## src/design/ray_sphere_closest_hit_assert.svh

```systemverilog
// assertion macros for the closest-hit block
`ifndef RAY_SPHERE_CLOSEST_HIT_ASSERT_SVH
`define RAY_SPHERE_CLOSEST_HIT_ASSERT_SVH

`ifndef SYNTHESIS
`define RSCH_ASSERT_NOW(lbl, ante, cons) \
    lbl: assert property (@(posedge clk) disable iff (!rst_n) (ante) |-> (cons)) \
        else $error("assertion failed");
`define RSCH_ASSERT_NEXT(lbl, ante, cons) \
    lbl: assert property (@(posedge clk) disable iff (!rst_n) (ante) |=> (cons)) \
        else $error("assertion failed");
`else
`define RSCH_ASSERT_NOW(lbl, ante, cons)
`define RSCH_ASSERT_NEXT(lbl, ante, cons)
`endif

`endif

```

## src/design/rsch_pkg.sv

```systemverilog
`timescale 1ns / 1ps
`default_nettype none
package rsch_pkg;

    localparam int MAX_SPHERE_COUNT = 16;
    localparam int FRAC_BITS        = 16;
    localparam int Q_DEPTH          = 2;
    localparam int Q_PTR_W          = $clog2(Q_DEPTH);
    localparam int Q_CNT_W          = $clog2(Q_DEPTH + 1);
    localparam int SQRT_STEPS       = 32;
    localparam int SQRT_CNT_W       = $clog2(SQRT_STEPS);

    typedef struct packed {
        logic signed [2:0][31:0] origin;
        logic signed [2:0][17:0] dir;
        logic signed [2:0][31:0] center;
        logic        [30:0]      radius;
        logic        [3:0]       index;
        logic                    last;
    } in_item_t;

    // one classified transaction between front and back
    typedef struct packed {
        logic                    cand;
        logic                    last;
        logic        [3:0]       index;
        logic signed [31:0]      b;
        logic        [63:0]      disc;
        logic signed [2:0][31:0] origin;
        logic signed [2:0][17:0] dir;
    } q_entry_t;

    typedef struct packed {
        logic full;
        logic empty;
    } q_status_t;

    typedef struct packed {
        logic                    hit;
        logic signed [31:0]      t;
        logic        [3:0]       index;
        logic signed [2:0][31:0] point;
    } result_t;

    function automatic logic signed [31:0] sat32(input logic signed [63:0] x);
        logic signed [31:0] r;
        if (x > 64'sd2147483647)
            r = 32'sh7FFFFFFF;
        else if (x < -64'sd2147483648)
            r = 32'sh80000000;
        else
            r = x[31:0];
        return r;
    endfunction

endpackage
`default_nettype wire

```

## src/design/rsch_queue.sv

```systemverilog
`timescale 1ns / 1ps
`default_nettype none
module rsch_queue
    import rsch_pkg::*;
(
    input  wire logic     clk,
    input  wire logic     rst_n,
    input  wire logic     push,
    input  wire q_entry_t wr_data,
    input  wire logic     pop,
    output q_entry_t      rd_data,
    output q_status_t     status
);

    q_entry_t             entries_reg [Q_DEPTH];
    logic [Q_PTR_W-1:0]   wr_ptr_reg;
    logic [Q_PTR_W-1:0]   rd_ptr_reg;
    logic [Q_CNT_W-1:0]   count_reg;
    logic                 do_push;
    logic                 do_pop;

    assign status.full  = (count_reg == Q_CNT_W'(Q_DEPTH));
    assign status.empty = (count_reg == '0);
    assign do_push      = push && !status.full;
    assign do_pop       = pop && !status.empty;
    assign rd_data      = entries_reg[rd_ptr_reg];

    // pointers and fill count
    always_ff @(posedge clk or negedge rst_n)
    begin
        if (!rst_n)
        begin
            wr_ptr_reg <= '0;
            rd_ptr_reg <= '0;
            count_reg  <= '0;
        end
        else
        begin
            if (do_push)
                wr_ptr_reg <= (wr_ptr_reg == Q_PTR_W'(Q_DEPTH - 1)) ? '0 : wr_ptr_reg + 1'b1;
            if (do_pop)
                rd_ptr_reg <= (rd_ptr_reg == Q_PTR_W'(Q_DEPTH - 1)) ? '0 : rd_ptr_reg + 1'b1;
            if (do_push && !do_pop)
                count_reg <= count_reg + 1'b1;
            else if (do_pop && !do_push)
                count_reg <= count_reg - 1'b1;
        end
    end

    // entry storage
    always_ff @(posedge clk)
    begin
        if (do_push)
            entries_reg[wr_ptr_reg] <= wr_data;
    end

endmodule
`default_nettype wire

```

## config.mk

```make
export PLATFORM = sky130hd
export DESIGN_NAME = rsch_queue
export DESIGN_NICKNAME = d
export VERILOG_FILES = /design/src/design/ray_sphere_closest_hit_assert.svh /design/src/design/rsch_pkg.sv /design/src/design/rsch_queue.sv
export SDC_FILE = /design/constraint.sdc
export NUM_CORES = 1
export LEC_CHECK = 0
export BUFFER_PORTS_ARGS = -buffer_cell sky130_fd_sc_hd__buf_2
export CAP_MARGIN = 25
export CORE_ASPECT_RATIO = 1.75
export CORE_MARGIN = 8
export CORE_UTILIZATION = 52
export CTS_CLUSTER_DIAMETER = 120
export DETAILED_ROUTE_END_ITERATION = 10
export PLACE_DENSITY_LB_ADDON = 0.2
export SYNTH_ARGS = -nofsm -noshare
export SYNTH_HDL_FRONTEND = slang
export SYNTH_SLANG_ARGS = --single-unit
```

## constraint.sdc

```tcl
create_clock -name clk -period 13.9 [get_ports clk]
set_input_delay 0 -clock clk [delete_from_list [all_inputs] [get_ports clk]]
set_output_delay 0 -clock clk [all_outputs]
set_load 0.05 [all_outputs]
```

Yosys cells after proc, flatten, opt, wreduce, memory -nomap -nowiden

Memories as Yosys holds them, arrays and structs flattened.
Index checks and enable logic that the tools add are counted.

Memories kept: 1
Logic and storage cells: 25
Input port bits: 256
Output and inout bits: 254
Bits in registers: 4
Memory bits (writable): 504

Memories:

| name        | depth | bits a word | rd ports | clocked after memory_dff | wr ports | RTL line         | RTL |
|---|---|---|---|---|---|---|---|
| entries_reg | 2     | 252         | 1        | 0                        | 1        | rsch_queue.sv:15 | `q_entry_t entries_reg [Q_DEPTH];` |

Add/subtract/negate cells: 4
Equality and inequality tests: 1
Reductions and logical operators: 10
Mux-type cells: 6

Operators with widths:

| kind                | number |
|---|---|
| $logic_and 1x1->1   | 4 |
| $logic_not 1->1     | 4 |
| $mux 1              | 4 |
| $mux 2              | 2 |
| $add 1x1->1 const B | 2 |
| $add 2x1->2 const B | 1 |
| $eq 2x2->1 const B  | 1 |
| $logic_not 2->1     | 1 |
| $reduce_bool 2->1   | 1 |
| $sub 2x1->2 const B | 1 |

Depth between registers and ports, before layout

Gate-level depths: netlist (run 1).

Word-level depth: 7
Mapped depth: 7
Gate-level depth less buffers: 7

Least setup slack after synthesis (run 1)

Ideal clock, no wire load.

Path kind: reg2reg
Start: register count_reg[0]
End: memory entries_reg[0][0] (netlist bit), enable pin
Stages on the path, launching flop included: 4
Library setup time: 869 ps
Period minus slack after synthesis: 11952 ps
Setup slack: 1948 ps
Arrival: 11083 ps
Data required time: 13031 ps
Cells stage by stage: dfrtp_1 > nand2b_1 > nand2_1 > nor2_1

Longest elaborated chain between the ends: 5

Ends and longest elaborated chain:

| element                      | RTL line         | RTL |
|---|---|---|
| start, declared              | rsch_queue.sv:18 | `logic [Q_CNT_W-1:0] count_reg;` |
| start signal, assigned       | rsch_queue.sv:44 | `count_reg <= count_reg + 1'b1;` |
| start signal, assigned       | rsch_queue.sv:46 | `count_reg <= count_reg - 1'b1;` |
| $eq 2x2->1                   | rsch_queue.sv:22 | `assign status.full = (count_reg == Q_CNT_W'(Q_DEPTH));` |
| $logic_not 1->1              | rsch_queue.sv:24 | `assign do_push = push && !status.full;` |
| $logic_and 1x1->1            | rsch_queue.sv:24 |  |
| $mux 1                       | rsch_queue.sv:53 | `if (do_push)` |
| $mux 1 (not written as such) | rsch_queue.sv:54 | `entries_reg[wr_ptr_reg] <= wr_data;` |
| end, declared                | rsch_queue.sv:15 |  |

No other way between the ends.

==> summary.txt, run 1 <==
Clock network
  • CTS clk-pin slew, worst paths: 0.07 ns
  • # hold bufs at CTS: 256
  • CTS tree: yes
  • Post-CTS resize count: 0
  • CTS buffer count: 43
  • Root Buffer: clkbuf_16
  • Clock buffer depth: 3
  • Clock Latency Late Sink: 0.54 ns
  • Setup bufs post-CTS: 0
  • CTS sink count: 508
  • Htree depth: 2

Synth
  • Ranking of synthesized cells by area: edfxtp_1 (79%), mux2_4 (13%), mux2_2 (4.8%), buf_6 (1.2%), dfrtp_1 (0.52%)
  • Sequential area share after synthesis: 79.9%
  • Synth top cells by count: edfxtp_1 (504), mux2_4 (170), mux2_2 (82), buf_6 (20), buf_2 (8)
  • Multiplexer share of the synthesized area: 18.2%
  • Syn Inst Count: 803
  • Yosys top cell by area: edfxtp_1
  • Syn. warnings: 0
  • Post-synthesis xor/xnor area fraction: 0.230%
  • Number of synthesized flops with an enable pin: 504
  • #FFs+latches synth: 508
  • Yosys cell types: 15
  • Synth Area per Inst: 23.8 um2
  • Post-Synth Simple-Gate Area: 0.144%
  • Mapped Area: 0.0191 mm2
  • Post-synth top flop: edfxtp_1
  • Yosys top cell area share: 79.4%
  • Synth Area in Compound Gates: 0.0262%
  • Async set or reset register ratio after synthesis: 0.787%
  • Main combinational cell family by area after synthesis: multiplexers
  • Adder-cell share of the synthesized area: 0.0656%
  • Post-Synthesis Net Count: 1060
  • Most common cell in the netlist: edfxtp_1

Critical path
  • Largest delay share family, worst path: buffers and inverters
  • Crit path DAT: 3.65 ns
  • Levels on crit path: 4
  • Nature of the critical path endpoint: primary output
  • Reg2Reg Depth: 4
  • Worst-path fanout max: 47
  • CP max stage delay: 0.97 ns
  • Reg-to-reg slack, setup: 11.28 ns
  • CP max stage cell: dfrtp_4
  • Crit-path cells: buf_4 > buf_4 > mux2_2 > buf_2
  • Buf/Inv on CP: 3
  • Most frequent cell on the critical path: buf_4
  • Crit start category: flip-flop
  • Critical Path RT: 13.90 ns
  • Worst Setup Path Type: flip-flop to primary output

Floorplan
  • Die H: 269 um
  • Total Die Area: 0.0433 mm2
  • Core area: 0.0365 mm2
  • Die Wd: 161 um
  • Site row count: 93
  • Starting Density: 52.2%
  • Io pins: 510

Global route
  • Antenna violations before repair: 7
  • Global route total overflow: 0
  • Number of global-route vias before repair: 11.8k
  • Gr usage total: 21.0%
  • Global-route wire length before repair: 69.4 mm
  • Largest net degree at the start of global routing: 180

Routing
  • Via density: 5.02
  • DRC: 0
  • Drt first pass iters: 4
  • WL final: 46.8 mm
  • Vias: 10.6k
  • Post-route ant nets: 0
  • Initial DRC count: 516
  • Drt wl/cell: 22.2 um

Power and ir drop
  • Power per Cell Area: 231 mW/mm2
  • Logic pwr share: 45.0%
  • Part of the power in registers: 37.0%
  • Leakage power: 0.0103 uW
  • Switching part of the total power: 41.5%
  • P_sw: 2490 uW
  • Internal power: 3510 uW
  • Clock share of power: 17.9%
  • Max VDD drop: 0.000187 V

STA
  • Fin crit share: 26.2%
  • Worst rel slew slack: 28.9%
  • Fin Hold WS: 0.185 ns
  • Final hold vios: 0
  • RSZ-0062 raised after global routing: false
  • Post-layout minimum cycle time: 3.65 ns
  • Setup TNS: 0 ns
  • Fin. max-slew vios: 0
  • Clk_skew: 0.0210 ns
  • Tightest Pin Transition: 1.07 ns
  • Final Setup Violations: 0
  • Maximum clock frequency: 274 MHz

Placement
  • Routability cong.: 0.874
  • Final HPWL DP: 31.6 mm
  • Post-Place Cells: 1770
  • Buffers on Ports: 509

Hold path
  • Hold Path Depth: 2
  • Worst hold path type: input pin to flip-flop

Final layout
  • Area grow syn2layout: 36.0%
  • Fillcell total: 2296
  • Share of cells above drive strength 1: 50.9%
  • Final #Nets: 1854
  • Non-Filler Instances: 2103
  • Max reg flops: 504

Outcome
  • Status: finished clean

Run
  • Maximum capacitance violations: 0
[kinds of logic (layout without fill, tap and decap cells)]
| kind of cell | Yosys count | after routing |
|---|---|---|
| AND/OR/NAND/NOR | 6 | 6 |
| other | 0 | 6 |
| buffers and inverters | 30 | 849 |
| AO/OA/AOI/OAI | 1 | 1 |
| multiplexers | 252 | 252 |
| XOR/XNOR | 5 | 5 |
| adder cells (fa/ha/maj) | 1 | 1 |
| flip-flops | 508 | 508 |
[path summary, 6_finish.rpt]
kind / from / end
min: wr_data[223] / entries_reg[1][223]$_DFFE_PP_
max in group asynchronous: rst_n / rd_ptr_reg$_DFFE_PN0P_
max reg2reg: count_reg[0]$_DFFE_PN0P_ / entries_reg[1][129]$_DFFE_PP_
min in group asynchronous: rst_n / wr_ptr_reg$_DFFE_PN0P_
max: rd_ptr_reg$_DFFE_PN0P_ / rd_data[22]
min reg2reg: count_reg[1]$_DFFE_PN0P_ / count_reg[1]$_DFFE_PN0P_
[through the flow]
stage / power, uW / worst slack, ns / instance area, um2 / utilization [%]
6_report: 6000 / 10.25 / 25900 / 71.0
5_1_grt: 6210 / 10.08 / 25900 / 71.0
4_1_cts: 6040 / 10.20 / 25900 / 70.9
3_5_place_dp: 4900 / 10.79 / 22100 / 60.5
3_3_place_gp: 4860 / 10.81 / 22000 / 60.3
2_1_floorplan: 4460 / 1.95 / 19100 / -
[layer usage]
layer  global-route usage [%]  vias up  routed length (um)
met3                     5.92      130                3410
met1                     21.5     5193               15700
li1                         -     4790                   -
met2                     37.7      449               25000
met5                        0        -                  22
met4                     11.4        4                2630
[cell usage in the layout (no fill, tap or decap), types with 4 or more instances in the layout]
cell           synthesis  routed
buf_2                  8     509
buf_4                  0       7
clkbuf_1               0      12
clkbuf_16              0      45
clkinv_1               0       9
clkinv_2               0       4
diode_2                0       6
dlygate4sd3_1          0     256
edfxtp_1             504     504
mux2_2                82      82
mux2_4               170     170
[power groups by stage]
stage / clock network, uW / logic (uW) / registers (uW)
after CTS: 1110 / 2710 / 2230
after floorplan: 0 / 2150 / 2310
after global routing: 1160 / 2800 / 2250
after global placement: 0 / 2620 / 2240
after detailed placement: 0 / 2640 / 2260
final: 1080 / 2700 / 2220
[layout make-up]
type,instances,area (um2),share of cell area [%]
timing repair buffer,777,5290,20.4
multi-input combinational,265,3580,13.8
sequential,508,15200,58.7
antenna,6,15.0,0.0579
clock buffer,57,1170,4.51
tap,475,594,2.29
clock inverter,13,53.8,0.207
inverter,2,7.51,0.0289
Note: power is estimated with default switching activity, not from simulation.
==> run 2: changes to the inputs <==
CORE_UTILIZATION = 47   (was 52)
clock period = 3 ns   (was 13.9 ns; I/O delays follow)
==> summary.txt, run 2 (synthesis results as in run 1) <==
Power and ir drop
  • Logic pwr share: 44.5% (-0.5 points)
  • Internal power: 16900 uW (+380%)
  • Total Power: 28600 uW (+380%)
  • Leakage power: 0.0104 uW (+1.8%)
  • P_sw: 11700 uW (+370%)
  • Clock share of power: 19.8% (+1.9 points)
  • Power per Cell Area: 1090 mW/mm2 (+370%)
  • Switching part of the total power: 41.0% (-0.53 points)
  • Part of the power in registers: 35.7% (-1.3 points)
  • Max VDD drop: 0.000900 V (+380%)

Critical path
  • RR Startpoint: count_reg[0]$_DFFE_PN0P_
  • CP max stage delay: 0.89 ns (-0.08 ns)
  • Worst-path fanout max: 38 (-19%)
  • Crit-path cells: buf_4 > mux2_2 > buf_2
  • Largest delay share family, worst path: flip-flops
  • Nature of the critical path endpoint: primary output
  • CP max stage cell: dfrtp_4
  • Critical Path RT: 3.00 ns (-10.90 ns)
  • Origin of the worst setup path: rd_ptr_reg$_DFFE_PN0P_
  • Buf/Inv on CP: 2 (-1)
  • Worst Setup Path Type: flip-flop to primary output
  • Crit start category: flip-flop
  • Crit path DAT: 2.50 ns (-1.15 ns)

STA
  • Post-layout minimum cycle time: 2.50 ns
  • Maximum clock frequency: 400 MHz
  • Final hold vios: 0 (unchanged)
  • Fin crit share: 83.4%
  • Tightest Pin Transition: 0.701 ns (-0.366 ns)
  • Final Setup Violations: 0 (unchanged)
  • Clk_skew: 0.0169 ns (-0.00412 ns)
  • Fin. max-slew vios: 0 (unchanged)
  • RSZ-0062 raised after global routing: false
  • Worst rel slew slack: 53.3% (+24 points)
  • Setup TNS: 0 ns (unchanged)

Global route
  • Number of global-route vias before repair: 11.9k (+0.92%)
  • Global route total overflow: 0 (unchanged)
  • Gr usage total: 19.0% (-1.9 points)
  • Antenna violations before repair: 3 (-4)
  • Global-route wire length before repair: 68.6 mm (-1.1%)
  • Largest net degree at the start of global routing: 92 (-49%)

Final layout
  • Commonest non-fill, non-tap cell in the layout: buf_2
  • Non-Filler Instances: 2136 (+1.6%)
  • Commonest cells after routing, fill and taps aside: buf_2 (509), edfxtp_1 (504), dlygate4sd3_1 (256)
  • Area grow syn2layout: 38.1%
  • Final #Nets: 1865 (+0.59%)
  • Share of cells above drive strength 1: 52.0% (+1.1 points)
  • Max reg flops: 504 (unchanged)

Floorplan
  • Io pins: 510 (unchanged)
  • Die H: 282 um (+4.9%)
  • Die Wd: 168 um (+4.7%)
  • Core area: 0.0401 mm2 (+9.6%)
  • Site row count: 97 (+4.3%)
  • Starting Density: 47.6% (-4.6 points)
  • Total Die Area: 0.0475 mm2 (+9.8%)

Routing
  • Drt wl/cell: 22.0 um (-0.85%)
  • Vias: 10.5k (-0.52%)
  • WL final: 47.1 mm (+0.70%)
  • DRC: 0 (unchanged)
  • Initial DRC count: 550 (+6.6%)
  • Via density: 4.92 (-2.1%)
  • Post-route ant nets: 0 (unchanged)
  • Drt first pass iters: 5 (+1)

Clock network
  • Root Buffer: clkbuf_16
  • Setup bufs post-CTS: 0 (unchanged)
  • CTS sink count: 508 (unchanged)
  • CTS clk-pin slew, worst paths: 0.07 ns (about the same)
  • CTS tree: yes
  • Clock Latency Late Sink: 0.54 ns (about the same)
  • Clock buffer depth: 3 (unchanged)
  • CTS buffer count: 44 (+2.3%)
  • Htree depth: 2 (unchanged)

Hold path
  • Hold path start: wr_data[248]
  • Worst hold path type: input pin to flip-flop

Placement
  • Post-Place Cells: 1801 (+1.8%)
  • Buffers on Ports: 509 (unchanged)
  • Routability cong.: 0.810 (-7.3%)
  • Final HPWL DP: 32.3 mm (+2.0%)

Outcome
  • Status: finished clean

Run
  • Maximum capacitance violations: 0 (unchanged)
[run 2: changes by cell type in the layout (fill, tap and decap cells not counted), sizes merged]
cell      change
diode         -3
bufinv        +6
inv           +2
buf          +10
clkinvlp      +2
clkbuf        -8
clkinv        +4
[run 2: area by class of cell]
| class | count | area, um2 |
|---|---|---|
| inverters | 2 | 7.51 |
| fillers | 2709 | 13700 |
| clock buffers | 49 | 1140 |
| clock inverters | 27 | 289 |
| multi-input cells | 265 | 3590 |
| well taps | 495 | 619 |
| flip-flops and latches | 508 | 15200 |
| repair buffers | 787 | 5440 |
| diodes | 3 | 7.51 |
[run 2: timing repair]
action	CTS	global route
hold buffers	256	0
gates resized for setup	0	0
endpoints found under the hold margin	518	0
[run 2: through the flow]
step | cell area [um2] | worst slack [ns] | hold slack, ns | util (%)
final | 26300 | 0.499 | 0.178 | 65.7
after global placement | 22300 | 1.06 | -0.187 | 55.8
after detailed placement | 22300 | 1.05 | -0.184 | 55.8
after CTS | 26300 | 0.448 | 0.147 | 65.7
after global routing | 26300 | 0.393 | 0.162 | 65.7
after floorplan | 19100 | -1.76 | -0.296 | -
[run 2: worst register-to-register path, stage by stage, from the launching register on]
cell and delay [ns]:
dfrtp_1 0.42, nand2b_4 0.18, nand2_4 0.06, nor2_4 0.36, buf_12 0.22, buf_12 0.27
[run 2: worst paths after layout]
check / cells past startpoint / slack, ns / endpoint
worst max-delay path: 3 / 0.50 / rd_data[230]
worst min-delay path: 2 / 0.18 / entries_reg[1][248]$_DFFE_PP_
worst max register to register: 5 / 1.15 / entries_reg[0][176]$_DFFE_PP_
worst min register to register: 1 / 0.55 / count_reg[0]$_DFFE_PN0P_
max in group asynchronous: 3 / 2.42 / rd_ptr_reg$_DFFE_PN0P_
min in group asynchronous: 3 / 0.38 / rd_ptr_reg$_DFFE_PN0P_
[run 2: routing by layer]
metal / up-vias / part of all wire, % / wire [um] / track usage [%]
li1: 4805 / - / - / -
met1: 5132 / 33 / 15700 / 18.6
met2: 434 / 54 / 25200 / 35.0
met3: 140 / 6.8 / 3220 / 5.16
met4: 0 / 6.3 / 2980 / 12.3
met5: - / 0 / 0 / 0
[run 2: power by group through the flow]
stage | logic (uW) | registers (uW) | clock network [uW]
after floorplan | 9980 | 10300 | 0
final | 12700 | 10200 | 5680
after global routing | 13200 | 10400 | 6080
after CTS | 12800 | 10200 | 5830
after global placement | 12500 | 10300 | 0
after detailed placement | 12500 | 10400 | 0
